<file path="config.mk">
export PLATFORM = sky130hd
export DESIGN_NAME = led_cube_snake_walker
export DESIGN_NICKNAME = d
export VERILOG_FILES = /design/src/sv/lcsw_pkg.sv /design/src/sv/lcsw_ctrl.sv /design/src/sv/lcsw_dp.sv /design/src/sv/led_cube_snake_walker.sv
export SDC_FILE = /design/constraint.sdc
export NUM_CORES = 1
export LEC_CHECK = 0
export ABC_AREA = 1
export BUFFER_PORTS_ARGS = -buffer_cell sky130_fd_sc_hd__clkbuf_2
export CAP_MARGIN = 20
export CORE_MARGIN = 3
export CORE_UTILIZATION = 38
export CTS_BUF_LIST = sky130_fd_sc_hd__clkbuf_2
export DETAILED_ROUTE_END_ITERATION = 16
export PLACE_DENSITY = 0.51
export SYNTH_ARGS = -nofsm -noshare
export SYNTH_HDL_FRONTEND = slang
export SYNTH_HIERARCHICAL = 1
export SYNTH_SLANG_ARGS = --single-unit
</file>
<file path="constraint.sdc">
create_clock -name clk -period 3.2 [get_ports clk]
set_input_delay 0.64 -clock clk [delete_from_list [all_inputs] [get_ports clk]]
set_output_delay 0.64 -clock clk [all_outputs]
set_load 0.01 [all_outputs]
</file>
<file path="src/sv/lcsw_pkg.sv">
`default_nettype none
// ----------------------------------------------------------------------------
// lcsw_pkg: shared constants and types
// Cube size, segment store depth, direction codes and the command and status
// bundles between the snake walker controller and datapath.
// ----------------------------------------------------------------------------
package lcsw_pkg;

  localparam int MAX_SEGMENTS = 32;
  localparam int CUBE_MAX     = 4;
  localparam int NUM_DIRS     = 6;

  localparam int COORD_W   = 3;
  localparam int SEG_IDX_W = $clog2(MAX_SEGMENTS);
  localparam int LEN_W     = 6;
  localparam int DIR_W     = 3;
  localparam int TRY_W     = 3;

  localparam logic [DIR_W-1:0] DIR_X_NEG = 3'd0;
  localparam logic [DIR_W-1:0] DIR_X_POS = 3'd1;
  localparam logic [DIR_W-1:0] DIR_Y_NEG = 3'd2;
  localparam logic [DIR_W-1:0] DIR_Y_POS = 3'd3;
  localparam logic [DIR_W-1:0] DIR_Z_NEG = 3'd4;
  localparam logic [DIR_W-1:0] DIR_Z_POS = 3'd5;

  localparam logic [TRY_W-1:0] LAST_TRY = TRY_W'(NUM_DIRS);

  typedef struct packed {
    logic start;
    logic probe;
    logic next_try;
    logic found;
    logic fail;
    logic emit;
    logic apply;
  } cmd_t;

  typedef struct packed {
    logic blocked;
    logic last_try;
    logic emit_last;
    logic out_free;
  } status_t;

endpackage
`default_nettype wire

</file>
<file path="src/sv/lcsw_ctrl.sv">
`default_nettype none
// ----------------------------------------------------------------------------
// lcsw_ctrl: round sequencer
// Accepts a round, walks the candidate directions, emits the segments and
// commits the move or the restart.
// ----------------------------------------------------------------------------
module lcsw_ctrl
  import lcsw_pkg::*;
(
  input  wire          clk,
  input  wire          rst,
  input  wire          in_valid,
  output logic         in_ready,
  input  wire status_t status,
  output cmd_t         cmd
);

  localparam logic [2:0] S_IDLE  = 3'd0;
  localparam logic [2:0] S_PROBE = 3'd1;
  localparam logic [2:0] S_CHECK = 3'd2;
  localparam logic [2:0] S_EMIT  = 3'd3;
  localparam logic [2:0] S_APPLY = 3'd4;

  logic [2:0] state;
  logic [2:0] state_next;

  always_ff @(posedge clk) begin
    if (rst) begin
      state <= S_IDLE;
    end else begin
      state <= state_next;
    end
  end

  assign in_ready = (state == S_IDLE);

  always_comb begin
    state_next = state;
    cmd        = '0;
    unique case (state)
      S_IDLE: begin
        if (in_valid) begin
          cmd.start  = 1'b1;
          state_next = S_PROBE;
        end
      end
      S_PROBE: begin
        cmd.probe  = 1'b1;
        state_next = S_CHECK;
      end
      S_CHECK: begin
        priority if (!status.blocked) begin
          cmd.found  = 1'b1;
          state_next = S_EMIT;
        end else if (status.last_try) begin
          cmd.fail   = 1'b1;
          state_next = S_EMIT;
        end else begin
          cmd.next_try = 1'b1;
          state_next   = S_PROBE;
        end
      end
      S_EMIT: begin
        if (status.out_free) begin
          cmd.emit = 1'b1;
          if (status.emit_last) begin
            state_next = S_APPLY;
          end
        end
      end
      S_APPLY: begin
        cmd.apply  = 1'b1;
        state_next = S_IDLE;
      end
      default: begin
        state_next = S_IDLE;
      end
    endcase
  end

endmodule
`default_nettype wire

</file>
<file path="src/sv/lcsw_dp.sv">
`default_nettype none
// ----------------------------------------------------------------------------
// lcsw_dp: snake datapath
// Segment store, length register, candidate head and collision check, and
// the output register for segment transfers.
// ----------------------------------------------------------------------------
module lcsw_dp
  import lcsw_pkg::*;
(
  input  wire                    clk,
  input  wire                    rst,
  input  wire                    cfg_wr_en,
  input  wire  [LEN_W-1:0]       cfg_wr_data,
  input  wire  [DIR_W-1:0]       random_dir,
  input  wire  cmd_t             cmd,
  output status_t                status,
  output logic                   out_valid,
  input  wire                    out_ready,
  output logic [SEG_IDX_W-1:0]   seg_index,
  output logic [COORD_W-1:0]     seg_x,
  output logic [COORD_W-1:0]     seg_y,
  output logic [COORD_W-1:0]     seg_z,
  output logic                   last_seg,
  output logic                   restarted
);

  localparam int CW1 = COORD_W + 1;

  logic [LEN_W-1:0]     snake_length;
  logic [SEG_IDX_W-1:0] n_m1;
  logic [SEG_IDX_W-1:0] n_m1_next;
  logic [DIR_W-1:0]     pref;
  logic [TRY_W-1:0]     try_cnt;
  logic [SEG_IDX_W-1:0] idx;
  logic                 fail;

  logic [COORD_W-1:0] sx [MAX_SEGMENTS];
  logic [COORD_W-1:0] sy [MAX_SEGMENTS];
  logic [COORD_W-1:0] sz [MAX_SEGMENTS];

  logic [COORD_W-1:0]      cand_x;
  logic [COORD_W-1:0]      cand_y;
  logic [COORD_W-1:0]      cand_z;
  logic                    cand_ok;
  logic [MAX_SEGMENTS-1:0] hits;

  logic [DIR_W-1:0]        dir;
  logic [CW1-1:0]          cx;
  logic [CW1-1:0]          cy;
  logic [CW1-1:0]          cz;
  logic                    in_cube;
  logic [MAX_SEGMENTS-1:0] hits_next;
  logic [MAX_SEGMENTS-1:0] mask;

  always_ff @(posedge clk) begin
    if (rst) begin
      snake_length <= LEN_W'(4);
    end else if (cfg_wr_en) begin
      snake_length <= cfg_wr_data;
    end
  end

  always_comb begin
    priority if (snake_length == '0) begin
      n_m1_next = '0;
    end else if (snake_length > LEN_W'(MAX_SEGMENTS)) begin
      n_m1_next = SEG_IDX_W'(MAX_SEGMENTS - 1);
    end else begin
      n_m1_next = SEG_IDX_W'(snake_length - LEN_W'(1));
    end
  end

  // candidate head for the current try
  always_comb begin
    dir = (try_cnt == '0) ? pref : DIR_W'(try_cnt - TRY_W'(1));
    cx  = {1'b0, sx[0]};
    cy  = {1'b0, sy[0]};
    cz  = {1'b0, sz[0]};
    unique case (dir)
      DIR_X_NEG: cx = cx - CW1'(1);
      DIR_X_POS: cx = cx + CW1'(1);
      DIR_Y_NEG: cy = cy - CW1'(1);
      DIR_Y_POS: cy = cy + CW1'(1);
      DIR_Z_NEG: cz = cz - CW1'(1);
      DIR_Z_POS: cz = cz + CW1'(1);
      default: begin
      end
    endcase
    in_cube = (cx <= CW1'(CUBE_MAX)) && (cy <= CW1'(CUBE_MAX)) &&
              (cz <= CW1'(CUBE_MAX));
    for (int i = 0; i < MAX_SEGMENTS; i++) begin
      hits_next[i] = (sx[i] == cx[COORD_W-1:0]) && (sy[i] == cy[COORD_W-1:0]) &&
                     (sz[i] == cz[COORD_W-1:0]);
      mask[i]      = (SEG_IDX_W'(i) < n_m1);
    end
  end

  always_ff @(posedge clk) begin
    if (cmd.start) begin
      pref <= random_dir;
      n_m1 <= n_m1_next;
    end
    if (cmd.probe) begin
      cand_x  <= cx[COORD_W-1:0];
      cand_y  <= cy[COORD_W-1:0];
      cand_z  <= cz[COORD_W-1:0];
      cand_ok <= in_cube;
      hits    <= hits_next;
    end
    if (cmd.found) begin
      fail <= 1'b0;
    end else if (cmd.fail) begin
      fail <= 1'b1;
    end
  end

  always_ff @(posedge clk) begin
    if (rst) begin
      try_cnt <= '0;
      idx     <= '0;
    end else begin
      if (cmd.start) begin
        try_cnt <= '0;
      end else if (cmd.next_try) begin
        try_cnt <= try_cnt + TRY_W'(1);
      end
      if (cmd.start) begin
        idx <= '0;
      end else if (cmd.emit) begin
        idx <= idx + SEG_IDX_W'(1);
      end
    end
  end

  // segment store: shift toward the tail on a move, clear on a restart
  always_ff @(posedge clk) begin
    if (rst) begin
      for (int i = 0; i < MAX_SEGMENTS; i++) begin
        sx[i] <= '0;
        sy[i] <= '0;
        sz[i] <= '0;
      end
    end else if (cmd.apply) begin
      if (fail) begin
        for (int i = 0; i < MAX_SEGMENTS; i++) begin
          if (SEG_IDX_W'(i) <= n_m1) begin
            sx[i] <= '0;
            sy[i] <= '0;
            sz[i] <= '0;
          end
        end
      end else begin
        for (int i = 1; i < MAX_SEGMENTS; i++) begin
          if (SEG_IDX_W'(i) <= n_m1) begin
            sx[i] <= sx[i-1];
            sy[i] <= sy[i-1];
            sz[i] <= sz[i-1];
          end
        end
        sx[0] <= cand_x;
        sy[0] <= cand_y;
        sz[0] <= cand_z;
      end
    end
  end

  always_ff @(posedge clk) begin
    if (rst) begin
      out_valid <= 1'b0;
    end else if (cmd.emit) begin
      out_valid <= 1'b1;
    end else if (out_ready) begin
      out_valid <= 1'b0;
    end
  end

  always_ff @(posedge clk) begin
    if (cmd.emit) begin
      seg_index <= idx;
      seg_x     <= sx[idx];
      seg_y     <= sy[idx];
      seg_z     <= sz[idx];
      last_seg  <= (idx == n_m1);
      restarted <= (idx == n_m1) && fail;
    end
  end

  assign status.blocked   = !cand_ok || ((hits & mask) != '0);
  assign status.last_try  = (try_cnt == LAST_TRY);
  assign status.emit_last = (idx == n_m1);
  assign status.out_free  = !out_valid || out_ready;

endmodule
`default_nettype wire

</file>
<file path="src/sv/led_cube_snake_walker.sv">
`default_nettype none
// Sequence: a round is accepted, each tried direction is probed and then
// checked (one to seven tries), the segments leave through the per-segment
// output register, one per cycle while out_ready is high, and then the move
// or the restart is committed.
// Reset: synchronous, active high; all segments at the origin, length 4.
// ----------------------------------------------------------------------------
// led_cube_snake_walker: snake walker for a 5x5x5 LED cube
// Emits each segment of the snake, head first, then moves it one step or
// returns it to the origin.
// ----------------------------------------------------------------------------
module led_cube_snake_walker
  import lcsw_pkg::*;
(
  input  wire                  clk,
  input  wire                  rst,
  input  wire                  cfg_wr_en,
  input  wire  [LEN_W-1:0]     cfg_wr_data,
  input  wire                  in_valid,
  output logic                 in_ready,
  input  wire  [DIR_W-1:0]     random_dir,
  output logic                 out_valid,
  input  wire                  out_ready,
  output logic [SEG_IDX_W-1:0] seg_index,
  output logic [COORD_W-1:0]   seg_x,
  output logic [COORD_W-1:0]   seg_y,
  output logic [COORD_W-1:0]   seg_z,
  output logic                 last_seg,
  output logic                 restarted
);

  cmd_t    cmd;
  status_t status;

  lcsw_ctrl u_ctrl (
    .clk      (clk),
    .rst      (rst),
    .in_valid (in_valid),
    .in_ready (in_ready),
    .status   (status),
    .cmd      (cmd)
  );

  lcsw_dp u_dp (
    .clk         (clk),
    .rst         (rst),
    .cfg_wr_en   (cfg_wr_en),
    .cfg_wr_data (cfg_wr_data),
    .random_dir  (random_dir),
    .cmd         (cmd),
    .status      (status),
    .out_valid   (out_valid),
    .out_ready   (out_ready),
    .seg_index   (seg_index),
    .seg_x       (seg_x),
    .seg_y       (seg_y),
    .seg_z       (seg_z),
    .last_seg    (last_seg),
    .restarted   (restarted)
  );

endmodule
`default_nettype wire
</file>
# After elaboration in Yosys (flattened, before gate mapping)
# Memories as Yosys holds them, arrays and structs flattened. A register that Yosys moved wholly into a read port is not among the register bits.
# Cells that the tools add are included.
# word_totals
ff_bits,76
ramBits,288
input_bits,14
output_inout_bits,18
elab_cells,986
n_memories,3
# classes
add_sub_neg,10
n_lt_le_gt_ge,68
eq_ne,110
muxes,507
bitwise_logic,193
n_reduce_logical,79
# memory_table
memory,depth,word_bits,read_ports,rd_clocked_by_memory_dff,write_ports,line,source
u_dp.sx,32,3,33,1,32,lcsw_dp.sv:37,logic [COORD_W-1:0] sx [MAX_SEGMENTS];
u_dp.sy,32,3,33,1,32,lcsw_dp.sv:38,logic [COORD_W-1:0] sy [MAX_SEGMENTS];
u_dp.sz,32,3,33,1,32,lcsw_dp.sv:39,logic [COORD_W-1:0] sz [MAX_SEGMENTS];
# ops
cell,n
2-to-1 mux 3 bit,197
2-to-1 mux 1 bit,303
== test 3 bit,96
bitwise OR 1 bit,192
<= comparator 5 bit (first input constant),16
< comparator 5 bit (first input constant),16
logical AND 1 bit,67
<= comparator 4 x 5 -> 1 bit (first input constant),8
< comparator 4 x 5 -> 1 bit (first input constant),8
AND 32 bit,1
nonzero test 32 bit,1
case mux 4 bit (2 select lines),3
<= comparator 3 x 5 -> 1 bit (first input constant),4
< comparator 3 x 5 -> 1 bit (first input constant),4
adder 3 x 1 -> 4 bit (second input constant),3
== test 3 x 2 -> 1 bit (second input constant),4
== test 3 bit (second input constant),4
<= comparator 4 x 3 -> 1 bit (second input constant),3
case mux 3 bit (4 select lines),1
subtractor 3 x 1 -> 4 bit (second input constant),3
<= comparator 1 x 5 -> 1 bit (first input constant),2
<= comparator 2 x 5 -> 1 bit (first input constant),2
< comparator 1 x 5 -> 1 bit (first input constant),2
< comparator 2 x 5 -> 1 bit (first input constant),2
other kinds (17),25

# Longest topological paths before layout
# Gate-level depths: netlist of run 1.
# depth
depth_word,8
depth_mapped,19
ltp_nobuf,18

# Cells and area by module
# The synthesis of run 1 kept the hierarchy.
# by_module_without_submodules
module,n_inst,cells_per_inst,area_each_um2,seq_area_each_um2
lcsw_dp,1,3023,21678.3,9659.3
lcsw_ctrl,1,37,203.9,60.1

# Least setup slack after synthesis of run 1
# No wires, ideal clock.
# synth_path
path_kind,reg-to-reg
start,reg u_dp.try_cnt[0]
end,"reg u_dp.hits[12], data pin"
setup_ns,0.251
arrival_time_ns,2.690
required_time_ns,2.949
slack_ns,0.258
stages_incl_launch_ff,20
n_path_buf,1
synth_period_minus_slack_ns,2.942
path_cell_list,dfxtp_1 inv_1 ha_1 nand2_4 nand2_1 nand2_4 nand3_4 nor2_1 inv_1 ha_1 xnor2_1 inv_1 nand3_1 nand2_2 buf_2 nand2_1 nand2_1 nor2_1 nand3_1 nor2_1
# synth_between
elab_chain_len,7
word_cells_on_any_way,17
cone_classes,add/sub: 1; eq/ne: 8; mux: 4; reduce/logical: 4
# synth_rtl
item,line,source
start: declaration,lcsw_dp.sv:33,logic [TRY_W-1:0] try_cnt;
start signal: assignment,lcsw_dp.sv:125,try_cnt <= try_cnt + TRY_W'(1);
subtractor 3 x 1 -> 3 bit / zero test 3 bit (equally long branches),lcsw_dp.sv:75,dir = (try_cnt == '0) ? pref : DIR_W'(try_cnt - TRY_W'(1));
2-to-1 mux 3 bit (*),lcsw_dp.sv:75,
"== test 3 x 1 -> 1 bit, or another cell as far along",lcsw_dp.sv:79,unique case (dir)
case mux 4 bit (2 select lines),lcsw_dp.sv:79,
== test 3 bit,lcsw_dp.sv:92,hits_next[i] = (sx[i] == cx[COORD_W-1:0]) && (sy[i] == cy[COORD_W-1:0]) &&
logical AND 1 bit,lcsw_dp.sv:92,
logical AND 1 bit (*),lcsw_dp.sv:92,
via u_dp.hits_next[12],lcsw_dp.sv:52,logic [MAX_SEGMENTS-1:0] hits_next;
end signal: assignment,lcsw_dp.sv:108,hits <= hits_next;
end: declaration,lcsw_dp.sv:45,logic [MAX_SEGMENTS-1:0] hits;
# Mark *: on every way through the listed nets, which the timed path passes. The rest lies on a longest branch.
# A chain may end at the register's enable or synchronous reset.

==> impl_metrics.tcl, run 1 <==
set metrics [dict create \
    cts.sinks 372 \
    clk_latency_ps 1200 \
    hold_path.class "in2reg" \
    core.rowCount 87 \
    clock_path_buffers 3 \
    design_area_um2 25000 \
    post-route-util_pct 44.1 \
    tritoncts "built" \
    placedCellCount 3848 \
    p_seq_share_pct 47.1 \
    grt_pass1_vias 21000 \
    layout_setup_ws_ps 96.0 \
    synthXorXnorAreaFrac_pct 2.64 \
    htreeDepth 3 \
    wl_per_cell_um 23.1 \
    post_drt_via_cell_ratio 5.42 \
    synth_fa_ha_area_share_pct 0.961 \
    clkSlewWorstSetupHoldPaths_ps 110 \
    leakage_nw 10.4 \
    die_h_um 246 \
    cts_root_buf "clkbuf_2" \
    drt_first_pass_iters 5 \
    drt-initial-drc-count 2273 \
    maxCapViolCount 0 \
    synth-edff-count 227 \
    dpl.hpwl_um 66600 \
    yosys-mux-area-fraction_pct 0 \
    dieArea_um2 60500 \
    fin_nets 3258 \
    fmax_mhz 322 \
    criticalPathCategory "reg2reg" \
    grt_usage_pct 30.9 \
    synthToLayoutAreaGrowth_pct 14.4 \
    synth_top_family_by_area "simple AND/OR/NAND/NOR gates" \
    async_flop_share_pct 0 \
    p_clk_share_pct 32.7 \
    start_kind "register" \
    crit_path_start "u_dp/n_m1[1]" \
    die_x_um 246 \
    critPathMaxFanout 4 \
    p_switching_mw 4.00 \
    fin_crit_sh_pct 97.0 \
    synthSimpleGateAreaFrac_pct 31.6 \
    min_from "random_dir[2]" \
    port_buffers 31 \
    rr_startpoint "u_dp/n_m1[1]" \
    synth_top_flop_cell "edfxtp_1" \
    setup_viol 0 \
    syn_area_per_cell_um2 7.15 \
    netlist_area_um2 21900 \
    p_int_mw 7.36 \
    switching_share_pct 35.2 \
    layout-drive-gt1-share_pct 12.7 \
    grt_overflow 0 \
    slew_viol_final 0 \
    placed_cell_area_um2 23600 \
    fin_tns_setup_ps 0 \
    hold_viol 0 \
    grt_max_degree 118 \
    end_kind "register" \
    slew_headroom_pct 40.3 \
    cp.required_ps 4290 \
    cp.arrival_ps 4190 \
    fin_cells 4082 \
    seq_area_frac_synth_pct 44.4 \
    yosysWarnings 6 \
    detail-route-antenna-nets 0 \
    synth_compound_area_share_pct 11.4 \
    io_pins 32 \
    fillers 5941 \
    status "complete, no violations" \
    dp_slack_ps -67.2 \
    numCtsBuffers 107 \
    syn_inst 3060 \
    vias 22100 \
    totalWireLength_um 94500 \
    grt_pass1_wl_um 137000 \
    start_util_pct 38.6 \
    peakVddDrop_v 0.000204 \
    core-area_um2 56700 \
    route.detailed.drc 0 \
    gp_congestion 0.962 \
    clock_skew_ps 120 \
    power.density_nw_per_um2 454 \
    antenna_found_initial 4 \
    comb_power_share_pct 20.3 \
    layout_min_cycle_time_ps 3100 \
    worst_pin_slew_ps 894 \
    ys_types 43 \
    ys_ff_latch 372 \
    syn_nets 3089 \
]
==> sequential cells by signal, summed over array words and instances, names as in the netlist, 5 cells and up <==
name,cells
u_dp/hits,31
u_dp/n_m1,5
u_dp/sy,96
u_dp/sz,96
u_dp/sx,96
u_dp/seg_index,5
u_dp/idx,5
u_dp/snake_length,6
==> metrics by stage <==
| step | hold WS, ps | power [mW] |
|---|---|---|
| floorplan | 406 | 6.64 |
| global placement | 448 | 7.63 |
| detailed placement | 457 | 7.63 |
| CTS | 99.8 | 11.4 |
| global route | 116 | 11.9 |
| finish | 214 | 11.4 |
==> critical path: stages, from the launching register on <==
cell	delay (ps)
edfxtp_1	490
nor2_1	230
inv_1	190
a21oi_1	370
o21ai_0	350
nand2_1	210
nand4_1	120
nor2_1	220
nand2_1	170
nand2_1	120
nor2_1	70
or2_2	290
a21oi_1	150
==> power by group through the flow <==
stage | clock, mW | sequential [mW] | combinational, mW
6_report | 3.71 | 5.35 | 2.31
5_1_grt | 4.10 | 5.36 | 2.46
2_1_floorplan | 0 | 5.40 | 1.25
3_5_place_dp | 0 | 5.45 | 2.18
3_3_place_gp | 0 | 5.45 | 2.18
4_1_cts | 3.82 | 5.34 | 2.22
==> layer usage <==
layer,global-route usage (%),vias to the layer above,share of wire (%)
li1,-,10300,-
met1,40.0,10500,41
met2,48.8,1079,45
met3,6.75,257,8.6
met4,15.2,0,5.3
met5,0,-,0
==> layout make-up <==
| type | count | area [um2] | share of cell area (%) |
|---|---|---|---|
| flip-flops and latches | 372 | 9730 | 38.9 |
| repair buffers | 189 | 1690 | 6.77 |
| clock inverters | 42 | 199 | 0.795 |
| diodes | 5 | 12.5 | 0.0500 |
| inverters | 363 | 1360 | 5.44 |
| multi-input cells | 2196 | 10300 | 41.1 |
| clock buffers | 159 | 796 | 3.18 |
| well taps | 756 | 946 | 3.78 |
==> layout by cell type, fill, tap and decap left out, types with 62 or more instances in the layout <==
cell type and n:
nand2_1 920, nor2_1 355, inv_1 349, nand3_1 268, edfxtp_1 227, a21oi_1 226, clkbuf_2 189, o21ai_0 173
dfxtp_1 143, buf_4 110, xor2_1 62
==> cell usage after synthesis (16+ instances only) <==
cell type	instances	area share [%]
dfxtp_1	145	13
nor2_1	359	6.2
buf_2	34	0.78
xor2_1	64	2.6
o22ai_1	23	0.66
inv_1	350	6.0
nand2_2	23	0.66
nand2_1	921	16
clkbuf_1	71	1.2
edfxtp_1	227	31
a21oi_1	226	5.2
o211ai_1	16	0.55
o21ai_0	173	4.0
nand3_1	270	6.2
==> kinds of logic after synthesis <==
group | Yosys count
adders and majority gates | 15
DFF | 372
and+or+nand+nor | 1649
buffers and inverters | 492
AOI/OAI and AO/OA | 466
xor gates and xnor gates | 66
==> path summary, 6_finish.rpt <==
path	endpoint	slack (ps)	depth (start not counted)
worst max register to register	u_dp/try_cnt[0]	100	12
worst min-delay path	u_dp/pref[2]	210	2
worst max-delay path	u_dp/try_cnt[0]	100	12
worst min register to register	u_dp/sz[29][1]	470	2
==> timing repair <==
item | CTS | global route
gates resized for setup | 4 | 13
setup endpoints to repair | 12 | 31
cloned | 0 | 1
buffers inserted | 0 | 2
hold buffers | 25 | 0
endpoints found under the hold margin | 31 | 0
pin swaps | 0 | 3
Power figures use the tool's default switching activity.
==> run 2: changes to the inputs <==
--- a/config.mk
+++ b/config.mk
@@ -11,6 +11,7 @@
 export CORE_MARGIN = 3
 export CORE_UTILIZATION = 38
 export CTS_BUF_LIST = sky130_fd_sc_hd__clkbuf_2
+export CTS_CLUSTER_SIZE = 16
 export DETAILED_ROUTE_END_ITERATION = 16
 export PLACE_DENSITY = 0.51
 export SYNTH_ARGS = -nofsm -noshare
==> constraint.sdc (replaced) <==
create_clock -name clk -period 3.2 [get_ports clk]
set_input_delay 0.32 -clock clk [delete_from_list [all_inputs] [get_ports clk]]
set_output_delay 0.32 -clock clk [all_outputs]
set_load 0.01 [all_outputs]
==> impl_metrics.tcl, run 2 (synthesized netlist as in run 1, its figures left out) <==
set metrics [dict create \
    grt_pass1_wl_um 137000 \
    start_kind "register" \
    mostFrequentLayoutCells "nand2_1 (920), nor2_1 (354), inv_1 (349)" \
    detail-route-antenna-nets 0 \
    use_met3_pct 6.81 \
    drt_first_pass_iters 5 \
    route.detailed.drc 0 \
    slew_headroom_pct 45.3 \
    gp_congestion 1.01 \
    mostFrequentLayoutCell "nand2_1" \
    cp_cell_sequence "inv_1 -> ha_2 -> nand2_4 -> o21ai_2 -> nor2_2 -> fa_1 -> inv_1 -> nand3_4 -> nand2_4 -> buf_12 -> nand2_1 -> nand2_1 -> nor2_1 -> nand3_1 -> nor2_1" \
    cts_root_buf "clkbuf_2" \
    cp.arrival_ps 4030 \
    grt_usage_pct 30.9 \
    critPathBufInv 3 \
    grt-busiest-layer "met2" \
    clock_skew_ps 70.4 \
    io_pins 32 \
    fin_tns_setup_ps 0 \
    power.density_nw_per_um2 454 \
    critPathSlowestCell "fa_1" \
    hold-worst-slack_ps 249 \
    peakVddDrop_v 0.000252 \
    vias 22300 \
    port_buffers 31 \
    start_util_pct 38.6 \
    fin_crit_sh_pct 95.4 \
    hold_viol 0 \
    criticalPathCategory "reg2reg" \
    end_kind "register" \
    cts.sinks 372 \
    worst_pin_slew_ps 817 \
    dieArea_um2 60500 \
    core.rowCount 87 \
    grt_use_met2_pct 49.5 \
    tritoncts "built" \
    cp.required_ps 4180 \
    setup_viol 0 \
    status "complete, no violations" \
    grt_overflow 0 \
    clkSlewWorstSetupHoldPaths_ps 120 \
    fmax_mhz 328 \
    core-area_um2 56700 \
    multiInputGateArea_um2 10300 \
    clock_path_buffers 3 \
    seqCellArea_um2 9730 \
    slew_viol_final 0 \
    clk_latency_ps 1160 \
    hold_path.class "in2reg" \
    wl_per_cell_um 23.1 \
    numCtsBuffers 105 \
    htreeDepth 3 \
    antenna_found_initial 3 \
    drt-initial-drc-count 2153 \
    critPathMaxFanout 10 \
    synthToLayoutAreaGrowth_pct 15.2 \
    maxCapViolCount 0 \
    layout_setup_ws_ps 149 \
    totalWireLength_um 94700 \
    post_drt_via_cell_ratio 5.43 \
    design_area_um2 25200 \
    met1_usage_pct 39.9 \
    layout-drive-gt1-share_pct 13.0 \
    die_x_um 246 \
    grt_pass1_vias 20900 \
    top_regs "u_dp/sx x96, u_dp/sy x96, u_dp/sz x96" \
    worst_path_largest_cell_delay_ps 580 \
    die_h_um 246 \
    leakage_nw 10.5 \
    layout_min_cycle_time_ps 3050 \
    cpLargestDelayFamily "simple AND/OR/NAND/NOR gates" \
    dpl.hpwl_um 67400 \
    grt_max_degree 88 \
    placed_cell_area_um2 23700 \
    fillers 5895 \
    fin_nets 3279 \
    dp_slack_ps -106 \
]
[run 2: final timing paths]
path	startpoint	endpoint	slack, ps	cells after the start
max	u_dp/try_cnt[0]	u_dp/hits[29]	150	15
min	rst	u_dp/sy[1][1]	250	5
max reg2reg	u_dp/try_cnt[0]	u_dp/hits[29]	150	15
min reg2reg	u_dp/sy[31][2]	u_dp/sy[31][2]	470	2
[run 2: cell type report]
class / instances / area share, %
well taps: 756 / 3.75
diodes: 3 / 0.0298
clock inverters: 33 / 0.725
multi-input cells: 2196 / 40.8
clock buffers: 165 / 3.28
flip-flops and latches: 372 / 38.6
inverters: 363 / 5.41
repair buffers: 212 / 7.41
[run 2: per-stage QoR]
| step | utilization, % | total power [mW] | cells |
|---|---|---|---|
| final | 44.4 | 11.4 | 4100 |
| after global routing | 44.4 | 12.0 | 4100 |
| after CTS | 44.3 | 11.5 | 4095 |
| after detailed placement | 41.8 | 7.64 | 3858 |
| after global placement | 41.8 | 7.64 | 3858 |
| after floorplan | - | 6.64 | 3060 |
[run 2: repair_timing]
action                     in CTS  in global routing
buffers inserted                0                  2
hold buffers                   39                  0
resized for setup               4                 11
hold endpoints to repair      121                  0
setup endpoints to repair      15                 34
pin swaps                       0                  3
gates cloned                    0                  0
[run 2: tightest hold or removal path: cells and delay by family]
kind / cells / cell delay (ps)
and+or+nand+nor: 1 / 80
AOI/OAI and AO/OA: 2 / 190
buffers and inverters: 2 / 740
[run 2: per-layer routing]
layer | part of all wire [%] | wire length, um
met5 | 0 | 0
met4 | 4.7 | 4480
met3 | 9.1 | 8640
met2 | 45 | 43100
met1 | 41 | 38500
[run 2: power breakdown]
group / internal (mW) / total (mW) / switching (mW) / leakage (nW)
sequential: 5.23 / 5.34 / 0.110 / 3.45
clock: 1.53 / 3.76 / 2.23 / 0.770
combinational: 0.708 / 2.33 / 1.62 / 6.32
total: 7.47 / 11.4 / 3.96 / 10.5
==> run 3: changes to the inputs <==
--- a/config.mk
+++ b/config.mk
@@ -10,11 +10,10 @@
 export CAP_MARGIN = 20
 export CORE_MARGIN = 3
 export CORE_UTILIZATION = 38
-export CTS_BUF_LIST = sky130_fd_sc_hd__clkbuf_2
+export CTS_BUF_LIST = sky130_fd_sc_hd__clkbuf_4 sky130_fd_sc_hd__clkbuf_8 sky130_fd_sc_hd__clkbuf_16
 export CTS_CLUSTER_SIZE = 16
 export DETAILED_ROUTE_END_ITERATION = 16
 export PLACE_DENSITY = 0.51
 export SYNTH_ARGS = -nofsm -noshare
 export SYNTH_HDL_FRONTEND = slang
-export SYNTH_HIERARCHICAL = 1
 export SYNTH_SLANG_ARGS = --single-unit
==> impl_metrics.tcl, run 3 <==
set metrics [dict create \
    fmax_mhz 327 \
    io_pins 32 \
    maxCapViolCount 0 \
    gp_congestion 0.960 \
    leakage_nw 10.4 \
    worstHoldPathCells 3 \
    totalWireLength_um 92700 \
    critPathMaxFanout 5 \
    grt_overflow 0 \
    post_drt_via_cell_ratio 5.49 \
    grt_pass1_vias 20400 \
    setup_viol 0 \
    synthSimpleGateAreaFrac_pct 29.8 \
    p_seq_share_pct 41.8 \
    min_from "cfg_wr_data[1]" \
    clock_skew_ps 39.9 \
    ys_types 40 \
    ys_ff_latch 372 \
    clock_path_buffers 3 \
    post-route-util_pct 44.6 \
    slew_headroom_pct 30.6 \
    p_total_mw 12.9 \
    mostFrequentLayoutCells "nand2_1 (747), nor2_1 (393), inv_1 (375)" \
    hold_path_end "u_dp.snake_length[1]" \
    synthXorXnorAreaFrac_pct 4.07 \
    start_util_pct 38.6 \
    synth-edff-count 227 \
    dieArea_um2 60700 \
    vias 21300 \
    criticalPathCategory "reg2reg" \
    worst_pin_slew_ps 1040 \
    hold_path.class "in2reg" \
    synth_top_flop_cell "edfxtp_1" \
    yosysWarnings 0 \
    p_int_mw 9.13 \
    layout_min_cycle_time_ps 3050 \
    comb_power_share_pct 16.6 \
    cp.arrival_ps 3510 \
    hold_viol 0 \
    layout-drive-gt1-share_pct 10.0 \
    core.rowCount 87 \
    dpl.hpwl_um 65900 \
    yosysTopAreaCellShare_pct 31.0 \
    core-area_um2 56800 \
    synth_common_cells "nand2_1 (749), nor2_1 (398), inv_1 (377), nand3_1 (312), edfxtp_1 (227)" \
    syn_area_per_cell_um2 7.28 \
    fin_nets 3115 \
    detail-route-antenna-nets 0 \
    seq_area_frac_synth_pct 44.3 \
    die_h_um 246 \
    synth_area_leader_cell "edfxtp_1" \
    r2r_slack_ps 150 \
    p_clk_share_pct 41.7 \
    crit_path_start "u_dp.try_cnt[1]" \
    numCtsBuffers 45 \
    cts_root_buf "clkbuf_16" \
    r2r_cells 17 \
    antenna_found_initial 1 \
    cts.sinks 372 \
    start_kind "register" \
    clk_latency_ps 600 \
    wl_per_cell_um 23.9 \
    route.detailed.drc 0 \
    synth_area_leaders "edfxtp_1 (31%), dfxtp_1 (13%), nand2_1 (13%)" \
    tritoncts "built" \
    grt_usage_pct 30.2 \
    yosysMostFrequentCell "nand2_1" \
    mostFrequentLayoutCell "nand2_1" \
    netlist_area_um2 22000 \
    synth_top_family_by_area "simple AND/OR/NAND/NOR gates" \
    die_x_um 246 \
    r2r_end "u_dp.hits[23]" \
    design_area_um2 25300 \
    peakVddDrop_v 0.000437 \
    drt_first_pass_iters 6 \
    port_buffers 31 \
    clkSlewWorstSetupHoldPaths_ps 60 \
    fillers 5807 \
    power.density_nw_per_um2 511 \
    syn_nets 3046 \
    grt_max_degree 168 \
    status "complete, no violations" \
    grt_pass1_wl_um 135000 \
    drt-initial-drc-count 2442 \
    yosys-mux-area-fraction_pct 0 \
    switching_share_pct 29.4 \
    p_switching_mw 3.80 \
    slew_viol_final 0 \
    syn_inst 3017 \
    hold-worst-slack_ps 35.0 \
    synth_compound_area_share_pct 11.2 \
    synth_fa_ha_area_share_pct 0.957 \
    top_regs "u_dp.sx x96, u_dp.sy x96, u_dp.sz x96" \
    cp.required_ps 3650 \
    htreeDepth 2 \
    async_flop_share_pct 0 \
    rr_startpoint "u_dp.try_cnt[1]" \
    placed_cell_area_um2 23500 \
    end_kind "register" \
    synthToLayoutAreaGrowth_pct 15.3 \
    fin_crit_sh_pct 95.4 \
]
## run 3: cell types whose count changed after synthesis, moves of 15 or more
cell	delta
xor2_1	+36
inv_1	+27
o32ai_1	-15
nor2_1	+39
o22ai_1	+38
nand2_1	-172
a21oi_1	-22
o211ai_1	-16
o21ai_0	+15
nand3_1	+42
## run 3: kinds of logic after synthesis
logic type | after synthesis
and+or+nand+nor | 1541
buffers and inverters | 518
AOI/OAI and AO/OA | 469
DFF | 372
xor gates and xnor gates | 102
adders and majority gates | 15
## run 3: layout make-up
class / instances / area, um2 / share of cell area [%]
multi-input cells: 2127 / 10200 / 40.4
repair buffers: 153 / 1410 / 5.58
inverters: 387 / 1460 / 5.76
clock inverters: 8 / 67.6 / 0.267
flip-flops and latches: 372 / 9730 / 38.4
well taps: 756 / 946 / 3.74
clock buffers: 76 / 1480 / 5.84
diodes: 1 / 2.50 / 0.00988
## run 3: worst max-delay path: stages (launching register included)
cell	delay, ps
dfxtp_1	370
inv_1	80
ha_2	330
nand2_1	90
o21ai_4	130
buf_4	180
nand2_4	60
nor2_4	110
inv_1	70
ha_1	340
xor2_2	180
buf_4	150
nand3_4	90
nand2_4	140
buf_4	190
xor2_1	190
nand3_1	90
nor2_1	130
## run 3: layer usage
metal,global-route usage (%),routed length (um),part of all wire [%]
met1,40.2,38600,42
met2,47.7,40900,44
met3,5.19,8130,8.8
met4,14.4,4980,5.4
met5,0,0,0
## run 3: through the flow
| stage | TNS (ps) | setup slack (ps) | cells |
|---|---|---|---|
| floorplan | 0 | 277 | 3017 |
| global placement | 0 | 65.4 | 3782 |
| detailed placement | 0 | 28.7 | 3783 |
| CTS | 0 | 18.7 | 3874 |
| global route | -1.78 | -1.78 | 3879 |
| finish | 0 | 146 | 3880 |
## run 3: worst max path at each step
stage / to / slack, ps
after global placement: u_dp.hits[16] / 70
after floorplan: u_dp.hits[4] / 280
final: u_dp.hits[23] / 150
after global routing: u_dp.hits[10] / -2
after detailed placement: u_dp.hits[16] / 30
after CTS: u_dp.hits[10] / 20
## run 3: repair_timing
action                                  4_1_cts  5_1_grt
setup buffers                                 0        3
hold buffers                                  7        0
pin swaps                                     0        3
resized for setup                             1       19
cloned                                        0        2
hold endpoints to repair                      6        0
endpoints found under the setup margin        1       31
## run 3: power groups by stage
stage | Combinational [mW] | Clock (mW) | Sequential [mW]
floorplan | 1.21 | 0 | 5.42
global placement | 2.02 | 0 | 5.50
detailed placement | 2.03 | 0 | 5.50
CTS | 2.04 | 5.47 | 5.40
global route | 2.29 | 5.67 | 5.41
finish | 2.14 | 5.39 | 5.40
